$ cat config.mk
export PLATFORM = sky130hd
export DESIGN_NAME = utf8_stream_decoder_flat
export DESIGN_NICKNAME = d
export VERILOG_FILES = /design/src/hw/rtl/u8sd_pkg.sv /design/src/hw/rtl/u8sd_if.sv /design/src/hw/rtl/utf8_stream_decoder.sv /design/src/hw/rtl/u8sd_front.sv /design/src/hw/rtl/u8sd_queue.sv /design/src/hw/rtl/u8sd_back.sv /design/src/flat_wrapper.sv
export VERILOG_INCLUDE_DIRS = /design/src /design/src/hw/rtl
export SDC_FILE = /design/constraint.sdc
export NUM_CORES = 1
export LEC_CHECK = 0
export BUFFER_PORTS_ARGS = -buffer_cell sky130_fd_sc_hd__buf_4
export CELL_PAD_IN_SITES_DETAIL_PLACEMENT = 2
export CELL_PAD_IN_SITES_GLOBAL_PLACEMENT = 2
export CORE_ASPECT_RATIO = 0.75
export CORE_MARGIN = 1.5
export CORE_UTILIZATION = 41
export CTS_BUF_LIST = sky130_fd_sc_hd__clkbuf_16
export DETAILED_ROUTE_END_ITERATION = 16
export PLACE_DENSITY = 0.75
export SYNTH_ARGS = -nofsm -noshare
export SYNTH_HDL_FRONTEND = slang
export SYNTH_SLANG_ARGS = --single-unit
$ cat constraint.sdc
create_clock -name clk -period 6.75 [get_ports clk]
set_input_delay 1.0125 -clock clk [delete_from_list [all_inputs] [get_ports clk]]
set_output_delay 1.0125 -clock clk [all_outputs]
set_load 0.02 [all_outputs]
$ cat src/hw/rtl/utf8_stream_decoder_assert.svh
// Assertion macros for the UTF-8 stream decoder.
`ifndef UTF8_STREAM_DECODER_ASSERT_SVH
`define UTF8_STREAM_DECODER_ASSERT_SVH

`ifndef NO_ASSERTIONS

// same-cycle implication
`define U8SD_ASSERT_IMP(lbl, clk, rst_n, ante, cons) \
	lbl: assert property (@(posedge clk) disable iff (!rst_n) (ante) |-> (cons)) \
		else $error("utf8_stream_decoder: check failed");

// next-cycle implication
`define U8SD_ASSERT_NXT(lbl, clk, rst_n, ante, cons) \
	lbl: assert property (@(posedge clk) disable iff (!rst_n) (ante) |=> (cons)) \
		else $error("utf8_stream_decoder: check failed");

`else

`define U8SD_ASSERT_IMP(lbl, clk, rst_n, ante, cons)
`define U8SD_ASSERT_NXT(lbl, clk, rst_n, ante, cons)

`endif

`endif

$ cat src/hw/rtl/u8sd_pkg.sv
package u8sd_pkg;

	localparam int CP_W        = 21;
	localparam int LEN_W       = 3;
	localparam int MAX_RESULTS = 4;

	typedef enum logic [7:0] {
		PH_START = 8'b0000_0001,
		PH_LAST  = 8'b0000_0010,
		PH_3E0   = 8'b0000_0100,
		PH_3MID  = 8'b0000_1000,
		PH_3ED   = 8'b0001_0000,
		PH_4F0   = 8'b0010_0000,
		PH_4MID  = 8'b0100_0000,
		PH_4F4   = 8'b1000_0000
	} phase_t;

	typedef struct packed {
		logic [CP_W-1:0]  cp;
		logic [LEN_W-1:0] len;
	} ent_t;

	// all results caused by one input byte
	typedef struct packed {
		logic [2:0]                  cnt;
		ent_t [MAX_RESULTS-1:0]      ent;
	} rec_t;

endpackage

$ cat src/hw/rtl/u8sd_if.sv
interface u8sd_byte_if;
	logic       valid;
	logic       ready;
	logic [7:0] data_byte;

	modport source (output valid, output data_byte, input ready);
	modport sink   (input valid, input data_byte, output ready);
endinterface

interface u8sd_cp_if;
	logic        valid;
	logic        ready;
	logic [20:0] code_point;
	logic [2:0]  seq_length;
	logic        last_of_run;

	modport source (output valid, output code_point, output seq_length, output last_of_run,
		input ready);
	modport sink   (input valid, input code_point, input seq_length, input last_of_run,
		output ready);
endinterface

$ cat src/hw/rtl/utf8_stream_decoder.sv
// Path: an accepted byte's results are written into the queue, then the output register.
// Throughput: one byte per cycle while the queue is not full; one result per cycle leaves the
// output register unless decoded.ready stalls it; the queue buffers the extra results.
// Reset: arst_n asynchronously clears decode phase, held count, queue pointers and count,
// result index and output valid; no clearing pass, the block takes bytes right after reset.
module utf8_stream_decoder #(
	parameter int QUEUE_DEPTH = 2
) (
	input  logic        clk,
	input  logic        arst_n,
	u8sd_byte_if.sink   raw,
	u8sd_cp_if.source   decoded
);

	logic           push, full, pop, empty;
	u8sd_pkg::rec_t rec, head;

	u8sd_front u_front (
		.clk    (clk),
		.arst_n (arst_n),
		.raw    (raw),
		.push   (push),
		.rec    (rec),
		.q_full (full)
	);

	u8sd_queue #(
		.DEPTH (QUEUE_DEPTH)
	) u_queue (
		.clk    (clk),
		.arst_n (arst_n),
		.push   (push),
		.wr_rec (rec),
		.full   (full),
		.pop    (pop),
		.empty  (empty),
		.head   (head)
	);

	u8sd_back u_back (
		.clk     (clk),
		.arst_n  (arst_n),
		.empty   (empty),
		.head    (head),
		.pop     (pop),
		.decoded (decoded)
	);

endmodule

$ cat src/hw/rtl/u8sd_front.sv
`include "utf8_stream_decoder_assert.svh"

module u8sd_front (
	input  logic            clk,
	input  logic            arst_n,
	u8sd_byte_if.sink       raw,
	output logic            push,
	output u8sd_pkg::rec_t  rec,
	input  logic            q_full
);

	u8sd_pkg::phase_t phase_q, op_ph, nx_ph;
	logic [1:0]       held_cnt_q;
	logic [7:0]       held_q [2];
	logic [20:0]      pv_q, pv_new, op_val;
	logic [7:0]       lead_q;
	logic [2:0]       len_q, op_len, k;
	logic [7:0]       b, lo, hi;
	logic             accept, in_rng, fb, tl_emit;
	u8sd_pkg::ent_t   tl;

	assign b         = raw.data_byte;
	assign raw.ready = !q_full;
	assign accept    = raw.valid && raw.ready;
	assign pv_new    = {pv_q[14:0], b[5:0]};

	// continuation window per phase
	always_comb begin
		lo    = 8'hFF;
		hi    = 8'h00;
		nx_ph = u8sd_pkg::PH_START;
		case (phase_q)
			u8sd_pkg::PH_LAST: begin lo = 8'h80; hi = 8'hBF; nx_ph = u8sd_pkg::PH_START; end
			u8sd_pkg::PH_3E0:  begin lo = 8'hA0; hi = 8'hBF; nx_ph = u8sd_pkg::PH_LAST;  end
			u8sd_pkg::PH_3MID: begin lo = 8'h80; hi = 8'hBF; nx_ph = u8sd_pkg::PH_LAST;  end
			u8sd_pkg::PH_3ED:  begin lo = 8'h80; hi = 8'h9F; nx_ph = u8sd_pkg::PH_LAST;  end
			u8sd_pkg::PH_4F0:  begin lo = 8'h90; hi = 8'hBF; nx_ph = u8sd_pkg::PH_3MID;  end
			u8sd_pkg::PH_4MID: begin lo = 8'h80; hi = 8'hBF; nx_ph = u8sd_pkg::PH_3MID;  end
			u8sd_pkg::PH_4F4:  begin lo = 8'h80; hi = 8'h8F; nx_ph = u8sd_pkg::PH_3MID;  end
			default: begin lo = 8'hFF; hi = 8'h00; nx_ph = u8sd_pkg::PH_START; end
		endcase
	end

	assign in_rng = (phase_q != u8sd_pkg::PH_START) && (b >= lo) && (b <= hi);
	assign fb     = (phase_q != u8sd_pkg::PH_START) && !in_rng;
	assign k      = fb ? (3'd1 + {1'b0, held_cnt_q}) : 3'd0;

	// lead byte classification
	always_comb begin
		tl_emit = 1'b0;
		tl.cp   = {13'd0, b};
		tl.len  = 3'd1;
		op_val  = '0;
		op_len  = 3'd0;
		op_ph   = u8sd_pkg::PH_START;
		case (b) inside
			[8'h00:8'hC1]: begin
				tl_emit = 1'b1;
				tl.len  = (b != 8'h00) ? 3'd1 : 3'd0;
			end
			[8'hC2:8'hDF]: begin
				op_val = {16'd0, b[4:0]}; op_len = 3'd2; op_ph = u8sd_pkg::PH_LAST;
			end
			8'hE0: begin
				op_val = {17'd0, b[3:0]}; op_len = 3'd3; op_ph = u8sd_pkg::PH_3E0;
			end
			[8'hE1:8'hEC], 8'hEE, 8'hEF: begin
				op_val = {17'd0, b[3:0]}; op_len = 3'd3; op_ph = u8sd_pkg::PH_3MID;
			end
			8'hED: begin
				op_val = {17'd0, b[3:0]}; op_len = 3'd3; op_ph = u8sd_pkg::PH_3ED;
			end
			8'hF0: begin
				op_val = {18'd0, b[2:0]}; op_len = 3'd4; op_ph = u8sd_pkg::PH_4F0;
			end
			[8'hF1:8'hF3]: begin
				op_val = {18'd0, b[2:0]}; op_len = 3'd4; op_ph = u8sd_pkg::PH_4MID;
			end
			8'hF4: begin
				op_val = {18'd0, b[2:0]}; op_len = 3'd4; op_ph = u8sd_pkg::PH_4F4;
			end
			default: tl_emit = 1'b1;
		endcase
	end

	// result record for this beat
	always_comb begin
		rec.ent[0].cp  = {13'd0, lead_q};
		rec.ent[0].len = 3'd1;
		rec.ent[1].cp  = {13'd0, held_q[0]};
		rec.ent[1].len = 3'd1;
		rec.ent[2].cp  = {13'd0, held_q[1]};
		rec.ent[2].len = 3'd1;
		rec.ent[3]     = '0;
		for (int i = 0; i < u8sd_pkg::MAX_RESULTS; i++) begin
			if (tl_emit && (k == 3'(i)))
				rec.ent[i] = tl;
		end
		if (in_rng) begin
			rec.cnt        = (phase_q == u8sd_pkg::PH_LAST) ? 3'd1 : 3'd0;
			rec.ent[0].cp  = pv_new;
			rec.ent[0].len = len_q;
		end else begin
			rec.cnt = k + {2'b00, tl_emit};
		end
	end

	assign push = accept && (rec.cnt != 3'd0);

	always_ff @(posedge clk or negedge arst_n) begin
		if (!arst_n) begin
			phase_q    <= u8sd_pkg::PH_START;
			held_cnt_q <= 2'd0;
		end else if (accept) begin
			if (in_rng) begin
				phase_q <= nx_ph;
				if (phase_q == u8sd_pkg::PH_LAST)
					held_cnt_q <= 2'd0;
				else if (held_cnt_q != 2'd2)
					held_cnt_q <= held_cnt_q + 2'd1;
			end else begin
				held_cnt_q <= 2'd0;
				phase_q    <= tl_emit ? u8sd_pkg::PH_START : op_ph;
			end
		end
	end

	always_ff @(posedge clk) begin
		if (accept) begin
			if (in_rng) begin
				pv_q <= pv_new;
				if (phase_q != u8sd_pkg::PH_LAST && held_cnt_q != 2'd2)
					held_q[held_cnt_q[0]] <= b;
			end else if (!tl_emit) begin
				lead_q <= b;
				pv_q   <= op_val;
				len_q  <= op_len;
			end
		end
	end

	`U8SD_ASSERT_IMP(a_held_open, clk, arst_n, held_cnt_q != 2'd0, phase_q != u8sd_pkg::PH_START)

endmodule

$ cat src/hw/rtl/u8sd_queue.sv
`include "utf8_stream_decoder_assert.svh"

module u8sd_queue #(
	parameter int DEPTH = 2
) (
	input  logic            clk,
	input  logic            arst_n,
	input  logic            push,
	input  u8sd_pkg::rec_t  wr_rec,
	output logic            full,
	input  logic            pop,
	output logic            empty,
	output u8sd_pkg::rec_t  head
);

	localparam int PW = (DEPTH > 1) ? $clog2(DEPTH) : 1;
	localparam int CW = $clog2(DEPTH + 1);

	u8sd_pkg::rec_t  mem_q [DEPTH];
	logic [PW-1:0]   wr_ptr_q, rd_ptr_q;
	logic [CW-1:0]   count_q;

	assign full  = (count_q == CW'(DEPTH));
	assign empty = (count_q == '0);
	assign head  = mem_q[rd_ptr_q];

	always_ff @(posedge clk or negedge arst_n) begin
		if (!arst_n) begin
			wr_ptr_q <= '0;
			rd_ptr_q <= '0;
			count_q  <= '0;
		end else begin
			if (push)
				wr_ptr_q <= (wr_ptr_q == PW'(DEPTH - 1)) ? '0 : wr_ptr_q + 1'b1;
			if (pop)
				rd_ptr_q <= (rd_ptr_q == PW'(DEPTH - 1)) ? '0 : rd_ptr_q + 1'b1;
			if (push && !pop)
				count_q <= count_q + 1'b1;
			else if (pop && !push)
				count_q <= count_q - 1'b1;
		end
	end

	always_ff @(posedge clk) begin
		if (push)
			mem_q[wr_ptr_q] <= wr_rec;
	end

	`U8SD_ASSERT_IMP(a_no_underrun, clk, arst_n, pop, count_q != '0)
	`U8SD_ASSERT_NXT(a_count_up, clk, arst_n, push && !pop, count_q == $past(count_q) + 1'b1)

endmodule

$ cat src/hw/rtl/u8sd_back.sv
`include "utf8_stream_decoder_assert.svh"

module u8sd_back (
	input  logic            clk,
	input  logic            arst_n,
	input  logic            empty,
	input  u8sd_pkg::rec_t  head,
	output logic            pop,
	u8sd_cp_if.source       decoded
);

	logic [1:0]  idx_q;
	logic        valid_q, last_q, load, is_last;
	logic [20:0] cp_q;
	logic [2:0]  len_q;

	assign load    = !empty && (!valid_q || decoded.ready);
	assign is_last = (({1'b0, idx_q} + 3'd1) == head.cnt);
	assign pop     = load && is_last;

	always_ff @(posedge clk or negedge arst_n) begin
		if (!arst_n) begin
			valid_q <= 1'b0;
			idx_q   <= 2'd0;
		end else begin
			if (load)
				valid_q <= 1'b1;
			else if (decoded.ready)
				valid_q <= 1'b0;
			if (load)
				idx_q <= is_last ? 2'd0 : idx_q + 2'd1;
		end
	end

	always_ff @(posedge clk) begin
		if (load) begin
			cp_q   <= head.ent[idx_q].cp;
			len_q  <= head.ent[idx_q].len;
			last_q <= is_last;
		end
	end

	assign decoded.valid       = valid_q;
	assign decoded.code_point  = cp_q;
	assign decoded.seq_length  = len_q;
	assign decoded.last_of_run = last_q;

	`U8SD_ASSERT_IMP(a_term_alone, clk, arst_n, valid_q && len_q == 3'd0, cp_q == '0 && last_q)
	`U8SD_ASSERT_IMP(a_multi_last, clk, arst_n, valid_q && len_q > 3'd1, last_q)

endmodule
$ cat src/flat_wrapper.sv
// flat-port wrapper written by rule: the top's interface ports become plain ports
module utf8_stream_decoder_flat 
#(
	parameter int QUEUE_DEPTH = 2
)
  (clk, arst_n, raw_valid, raw_data_byte, raw_ready, decoded_valid, decoded_code_point, decoded_seq_length, decoded_last_of_run, decoded_ready);
  u8sd_byte_if raw_i ();
  u8sd_cp_if decoded_i ();
  input  logic clk;
  input  logic arst_n;
  input wire logic [$bits(raw_i.valid)-1:0] raw_valid;
  input wire logic [$bits(raw_i.data_byte)-1:0] raw_data_byte;
  output wire logic [$bits(raw_i.ready)-1:0] raw_ready;
  output wire logic [$bits(decoded_i.valid)-1:0] decoded_valid;
  output wire logic [$bits(decoded_i.code_point)-1:0] decoded_code_point;
  output wire logic [$bits(decoded_i.seq_length)-1:0] decoded_seq_length;
  output wire logic [$bits(decoded_i.last_of_run)-1:0] decoded_last_of_run;
  input wire logic [$bits(decoded_i.ready)-1:0] decoded_ready;
  assign raw_i.valid = raw_valid;
  assign raw_i.data_byte = raw_data_byte;
  assign raw_ready = raw_i.ready;
  assign decoded_valid = decoded_i.valid;
  assign decoded_code_point = decoded_i.code_point;
  assign decoded_seq_length = decoded_i.seq_length;
  assign decoded_last_of_run = decoded_i.last_of_run;
  assign decoded_i.ready = decoded_ready;
  utf8_stream_decoder #(.QUEUE_DEPTH(QUEUE_DEPTH)) u_core (.clk(clk), .arst_n(arst_n), .raw(raw_i), .decoded(decoded_i));
endmodule
==> results.md, run 1 <==
* # DRC at 0
* Die ar. at 21840 um^2
* Most used DFF post-synth: edfxtp_1
* Outcome: completed
* Gr usage total at 21.45%
* Worst path cell trace: or3_1 -> mux2_2 -> o22ai_1 -> nand2b_1 -> a221oi_1 -> inv_1 -> ha_1 -> and4b_1 -> nand4_1 -> and2_1 -> a222oi_1 -> buf_4 -> nor3_1 -> ha_1 -> xnor2_1 -> or3_1 -> o211a_1 -> and2_2 -> buf_12
* Number of global-route vias before repair at 5391
* Slew Viols, Final at 0
* Crit Path Category: register to register
* CP Max Fanout at 40
* Worst-Skew Late Latency at 0.44 ns
* CP Capture Type: register
* Synth area leaders: edfxtp_1 61%, mux4_2 4.7%, dfrtp_1 4.7%, mux2_2 3.1%, ha_1 2.8%
* Clock Sinks at between 150 and 200
* Initial core utilization at 42.15%
* Die extent in x at 170.1 um
* Max-cap violation count at 0
* Crit-path max cell delay at 0.47 ns
* Leak Pwr at 3.570 nW
* Ant diodes at 0
* Largest net degree at the start of global routing at 43
* Initial antenna violation count at 0
* Hold bufs inserted after CTS at 0
* Fin crit period at 5.952 ns
* Routed via count at 4980
* Clock slew at reported path FFs at 0.08 ns
* First-pass GRT wire length at 33800 um
* Synthesis-to-layout area growth at 13.37%
* Die Height at 128.4 um
* Ys Warns at 0
* Root buffer cell: clkbuf_16
* DR WL/cell at 24.86 um
* Slew headroom at between 10% and 20%
* Setup violators final at 0
* H-tree Lvls at 4
* CTS tree: done
* Setup tns final at 0 ns
* Post-CTS setup buffers at 0
* Final wirelength at 22080 um
* Grt total ovfl at 0
* Cells after synthesis at 566
* Clock Skew at 0.01869 ns
* CTS buffer count at 17
* Most frequent cells in the layout: 175 x edfxtp_1, 44 x buf_4, 39 x nor2_1
* Worst Hold Slack at 0.4559 ns
* Actual slew at the worst max-slew pin at ~1.2 ns
* Post-DR vias/cell at 5.608
* Starting DRT DRC Count at about 400
* EDFF count, synth at 175
* Fin crit share at 88.18%
* Antenna-violating nets left at 0
* Buffers on Ports at 38
* Synthesis-stage register bit count at 192
* Worst EP required at 6.91 ns
* RSZ-0062 raised after global routing: no
* Peak Freq at 168.0 MHz
* Share of layout cells above drive strength 1 at 23.43%
* Worst vdd ir at ~0.00016 V
* Avg Inst Size Synth at 15.18 um^2
* Pwr dens at 416.8 nW/um^2
* Gpl congestion at 0.8196
* Most common library cell in the layout ignoring fill and taps: edfxtp_1
* Sequential fraction of the synthesis area at 66.14%
* Maximum buffer depth of the clock tree at 2
* Critical Path AT at slightly above 6 ns
* Core Area at 20380 um^2
* Post-CTS sizing at 0
* Final Hold Fails at 0
* Hold Path Class: input pin to async pin
* Startpoint types: register
* Final net count at between 600 and 700
* Distinct cells, synth at 63
* Final worst-path setup slack at 0.7977 ns
* DP HPWL at between 10000 and 15000 um
* Post-synth top area share at 61.17%
* Leading area contributor after synthesis: edfxtp_1
* Asr flop ratio synth at 8.854%
* Mapped Area at 8591 um^2
* CP max stage cell: dfrtp_1
* Syn_nets at 597
* Worst slack, placed at between 0.8 and 0.9 ns
* Std cell rows at 45
* Router iterations before antenna repair at 5
* I/O pins at 39
-- report_power, final --
group | total, mW | internal [mW] | switching (mW)
Clock | 0.998 | 0.498 | 0.500
Sequential | 1.83 | 1.67 | 0.160
Combinational | 1.23 | 0.507 | 0.725
Total | 4.06 | 2.67 | 1.38
-- metal layers --
metal | vias to the layer above | GRT usage, % | routed length (um)
li1 | 2226 | - | -
met5 | - | 0 | 0
met2 | 90 | 36.09 | 11050
met1 | 2646 | 28.69 | 10070
met4 | 0 | 6.195 | 271
met3 | 18 | 3.906 | 684
-- kinds of logic (layout without fill, tap and decap cells) --
kind of cell             Yosys count  after routing  share of synthesized area (%)
adder cells (fa/ha/maj)           19             19                          2.767
XOR/XNOR                          12             12                          1.223
AO/OA/AOI/OAI                     59             59                          4.602
flip-flops                       192            192                          66.14
buffers and inverters             47             87                          2.549
multiplexers                      74             74                          12.09
AND/OR/NAND/NOR                  163            163                          10.63
-- cell usage after synthesis (4+ instances only) --
cell type / number
edfxtp_1: 175
nor2_1: 39
and3_1: 27
nand2_1: 26
mux2_2: 24
clkbuf_1: 22
mux2i_1: 22
ha_1: 19
mux4_2: 18
o21ai_0: 18
dfrtp_1: 16
and2_1: 14
a21oi_1: 12
inv_1: 9
mux2_4: 8
buf_2: 7
nand3_1: 7
xor2_1: 7
nor2b_1: 6
nor3_1: 6
nand2b_1: 5
xnor2_1: 5
a31oi_1: 4
buf_1: 4
buf_6: 4
or3_1: 4
-- state kept, by name, summed over array words and instances, names as in the netlist, 2 cells and up --
| register | count |
|---|---|
| u_core.u_front.phase_q | 8 |
| u_core.u_front.held_cnt_q | 2 |
| u_core.u_front.len_q | 3 |
| u_core.u_front.lead_q | 8 |
| u_core.u_front.held_q | 16 |
| u_core.u_back.decoded.code_point | 21 |
| u_core.u_back.idx_q | 2 |
| u_core.u_back.decoded.seq_length | 3 |
| u_core.u_queue.mem_q | 108 |
| u_core.u_queue.count_q | 2 |
| u_core.u_front.pv_q | 15 |
-- critical path: cells and delay by family, from the launching register on --
family                     cells  cell delay (ns)
muxes                          1             0.28
buffers and inverters          3             0.91
and+or+nand+nor                8             1.93
adders and majority gates      2             0.65
DFF                            1             0.47
AOI/OAI and AO/OA              4             1.22
xor gates and xnor gates       1             0.15
-- stage by stage --
stage	instance area (um^2)	utilization, %	cells	power [mW]
floorplan	8593	-	566	2.617
finish	9739	47.78	888	4.060
global route	9739	47.78	888	4.241
CTS	9739	47.78	888	4.109
detailed placement	9139	44.84	856	3.097
global placement	9139	44.84	856	2.979
-- path summary, 6_finish.rpt --
check	startpoint	end	slack (ns)	cells after the start
hold reg to reg	u_core.u_back.decoded.valid$_DFFE_PN0P_	u_core.u_back.decoded.valid$_DFFE_PN0P_	0.55	2
max in group asynchronous	arst_n	u_core.u_front.phase_q[0]$_DFFE_PN1P_	6.01	1
setup reg to reg	u_core.u_front.phase_q[2]$_DFFE_PN0P_	u_core.u_queue.mem_q[1][17]$_DFFE_PP_	0.80	19
hold / removal	arst_n	u_core.u_back.decoded.valid$_DFFE_PN0P_	0.46	1
setup / recovery	u_core.u_front.phase_q[2]$_DFFE_PN0P_	u_core.u_queue.mem_q[1][17]$_DFFE_PP_	0.80	19
min in group clk	u_core.u_back.decoded.valid$_DFFE_PN0P_	u_core.u_back.decoded.valid$_DFFE_PN0P_	0.55	2
-- layout make-up --
cell class,instances,area [um^2]
clock inverter,15,175.2
timing repair buffer,46,370.4
tap,282,352.8
fill,1928,10640
sequential,192,5683
inverter,9,33.78
multi-input combinational,327,2699
clock buffer,17,425.4
(Power assumes the default switching activity.)
==> inputs of run 2 (changes only) <==
--- a/config.mk
+++ b/config.mk
@@ -10,11 +10,10 @@
 export CELL_PAD_IN_SITES_DETAIL_PLACEMENT = 2
 export CELL_PAD_IN_SITES_GLOBAL_PLACEMENT = 2
 export CORE_ASPECT_RATIO = 0.75
-export CORE_MARGIN = 1.5
 export CORE_UTILIZATION = 41
 export CTS_BUF_LIST = sky130_fd_sc_hd__clkbuf_16
 export DETAILED_ROUTE_END_ITERATION = 16
-export PLACE_DENSITY = 0.75
+export PLACE_DENSITY_LB_ADDON = 0.1
 export SYNTH_ARGS = -nofsm -noshare
 export SYNTH_HDL_FRONTEND = slang
 export SYNTH_SLANG_ARGS = --single-unit
==> results.md, run 2 (synthesized netlist as in run 1, its figures left out) <==
* Outcome: completed
* Grt total ovfl at 0
* Number of global-route vias before repair at 5427
* Buffers on Ports at 38
* CTS buffer count at 17
* Worst-Skew Late Latency at around 0.43 ns
* Slew headroom at 43.39%
* Largest register by flop count: u_core.u_queue.mem_q
* Starting DRT DRC Count at 396
* Worst R2R Start: u_core.u_front.phase_q[2]$_DFFE_PN0P_
* Critical Path AT at a little under 6 ns
* Routed via count at 4994
* Part of the power in registers at 44.6%
* Initial core utilization at 42.15%
* Flop-to-flop setup slack at 0.93 ns
* Antenna-violating nets left at 0
* Root buffer cell: clkbuf_16
* Core Area at ~20000 um^2
* Clock Skew at 0.01341 ns
* # DRC at 0
* Post-CTS sizing at 0
* Most common library cell in the layout ignoring fill and taps: edfxtp_1
* Final wirelength at 21680 um
* Initial antenna violation count at 0
* Startpoint types: register
* Leak Pwr at 3.593 nW
* Final net count at 627
* Router iterations before antenna repair at 5
* Max-cap violation count at 0
* RSZ-0062 raised after global routing: no
* Most frequent cells in the layout: 175 x edfxtp_1, 49 x buf_4, 39 x nor2_1
* Maximum buffer depth of the clock tree at 2
* Gate power share at 29.6%
* Peak Freq at 171.8 MHz
* Die ar. at between 20000 and 25000 um^2
* Share of layout cells above drive strength 1 at between 20% and 30%
* Die extent in x at 169.1 um
* Worst R2R Path Depth at 18
* Worst vdd ir at 0.0001516 V
* Post-DR vias/cell at 5.605
* Gr usage total at 21.05%
* CTS tree: done
* DP HPWL at 13940 um
* I/O pins at 39
* Worst EP required at 6.81 ns
* H-tree Lvls at 4
* Fill cells at slightly below 2000
* Pwr dens at 418.3 nW/um^2
* Setup violators final at 0
* Setup tns final at 0 ns
* CP Max Fanout at 54
* Internal power at 2.734 mW
* Setup crit start: u_core.u_front.phase_q[2]$_DFFE_PN0P_
* Fin crit share at 86.24%
* Ant diodes at 0
* Synthesis-to-layout area growth at 13.60%
* P_sw at 1.348 mW
* Hold bufs inserted after CTS at 0
* Max reg flops at 108
* Post-CTS setup buffers at 0
* CP Capture Type: register
* Clock power frac at around 26%
* Actual slew at the worst max-slew pin at about 0.84 ns
* First-pass GRT wire length at roughly 33000 um
* Power Total at 4.082 mW
* Clock slew at reported path FFs at 0.07 ns
* Die Height at 127.4 um
* Final Hold Fails at 0
* Largest net degree at the start of global routing at 55
* Clock Sinks at roughly 190
* Gpl congestion at 0.7380
* Slew Viols, Final at 0
* Hold Path Class: input pin to async pin
* Crit Path Category: register to register
* Net Sw Frac at 33.02%
* Std cell rows at 45
* Fin crit period at 5.821 ns
* RR Endpoint: u_core.u_queue.mem_q[1][1]$_DFFE_PP_
* DR WL/cell at around 24 um
run 2: changes by cell type in the layout (fill, tap and decap cells not counted), sizes merged:
cell,previous run,this run
buf,46,49
bufinv,0,2
clkinv,9,5
inv,14,16
run 2: power groups by stage:
stage          registers [mW]  logic [mW]  clock network [mW]
2_1_floorplan            1.86       0.752                   0
3_3_place_gp             1.82        1.17                   0
3_5_place_dp             1.85        1.22                   0
4_1_cts                  1.83        1.23                1.08
5_1_grt                  1.85        1.31                1.11
6_report                 1.82        1.21                1.05
run 2: how the worst max path moves through the flow:
stage                                            end  slack [ns]  depth (start not counted)
2_1_floorplan   u_core.u_queue.mem_q[0][0]$_DFFE_PP_        0.85                         18
3_3_place_gp   u_core.u_queue.mem_q[0][39]$_DFFE_PP_        1.21                         18
3_5_place_dp   u_core.u_queue.mem_q[1][39]$_DFFE_PP_        0.95                         18
4_1_cts        u_core.u_queue.mem_q[1][31]$_DFFE_PP_        0.88                         18
5_1_grt         u_core.u_queue.mem_q[1][0]$_DFFE_PP_        0.47                         18
6_report        u_core.u_queue.mem_q[1][1]$_DFFE_PP_        0.93                         18
run 2: area by class of cell:
type / count / area, um^2 / area share (%)
well taps: 282 / 352.8 / 3.615
clock inverters: 15 / 197.7 / 2.026
inverters: 9 / 33.78 / 0.3462
multi-input cells: 327 / 2699 / 27.65
repair buffers: 49 / 367.9 / 3.769
clock buffers: 17 / 425.4 / 4.359
flip-flops and latches: 192 / 5683 / 58.23
run 2: per-layer routing:
| layer | part of all wire, % | vias to the layer above | global-route usage [%] |
|---|---|---|---|
| li1 | - | 2224 | - |
| met1 | 46 | 2619 | 28.62 |
| met2 | 49 | 128 | 34.88 |
| met3 | 4.3 | 23 | 3.996 |
| met4 | 1.5 | 0 | 5.405 |
| met5 | 0 | - | 0 |
run 2: worst max-delay path: stages (launching register included):
cell	delay, ns
dfrtp_1	0.47
or3_1	0.45
mux2_2	0.28
o22ai_1	0.18
nand2b_1	0.10
a221oi_1	0.44
inv_1	0.20
ha_1	0.34
and4b_1	0.20
nand4_1	0.11
and2_1	0.17
a222oi_1	0.64
nor3_1	0.23
ha_1	0.32
xnor2_1	0.17
or3_1	0.12
o211a_1	0.20
and2_2	0.16
buf_4	0.60
run 2: per-stage QoR:
step                worst slack [ns]  hold slack [ns]  utilization, %  std cells  area [um^2]
floorplan                     0.8530           0.4731               -        566         8593
global placement               1.215           0.4864           44.82        859         9136
finish                        0.9288           0.4415           47.88        891         9759
detailed placement            0.9503           0.5029           44.82        859         9136
global route                  0.4678           0.4352           47.88        891         9759
CTS                           0.8782           0.4365           47.88        891         9759
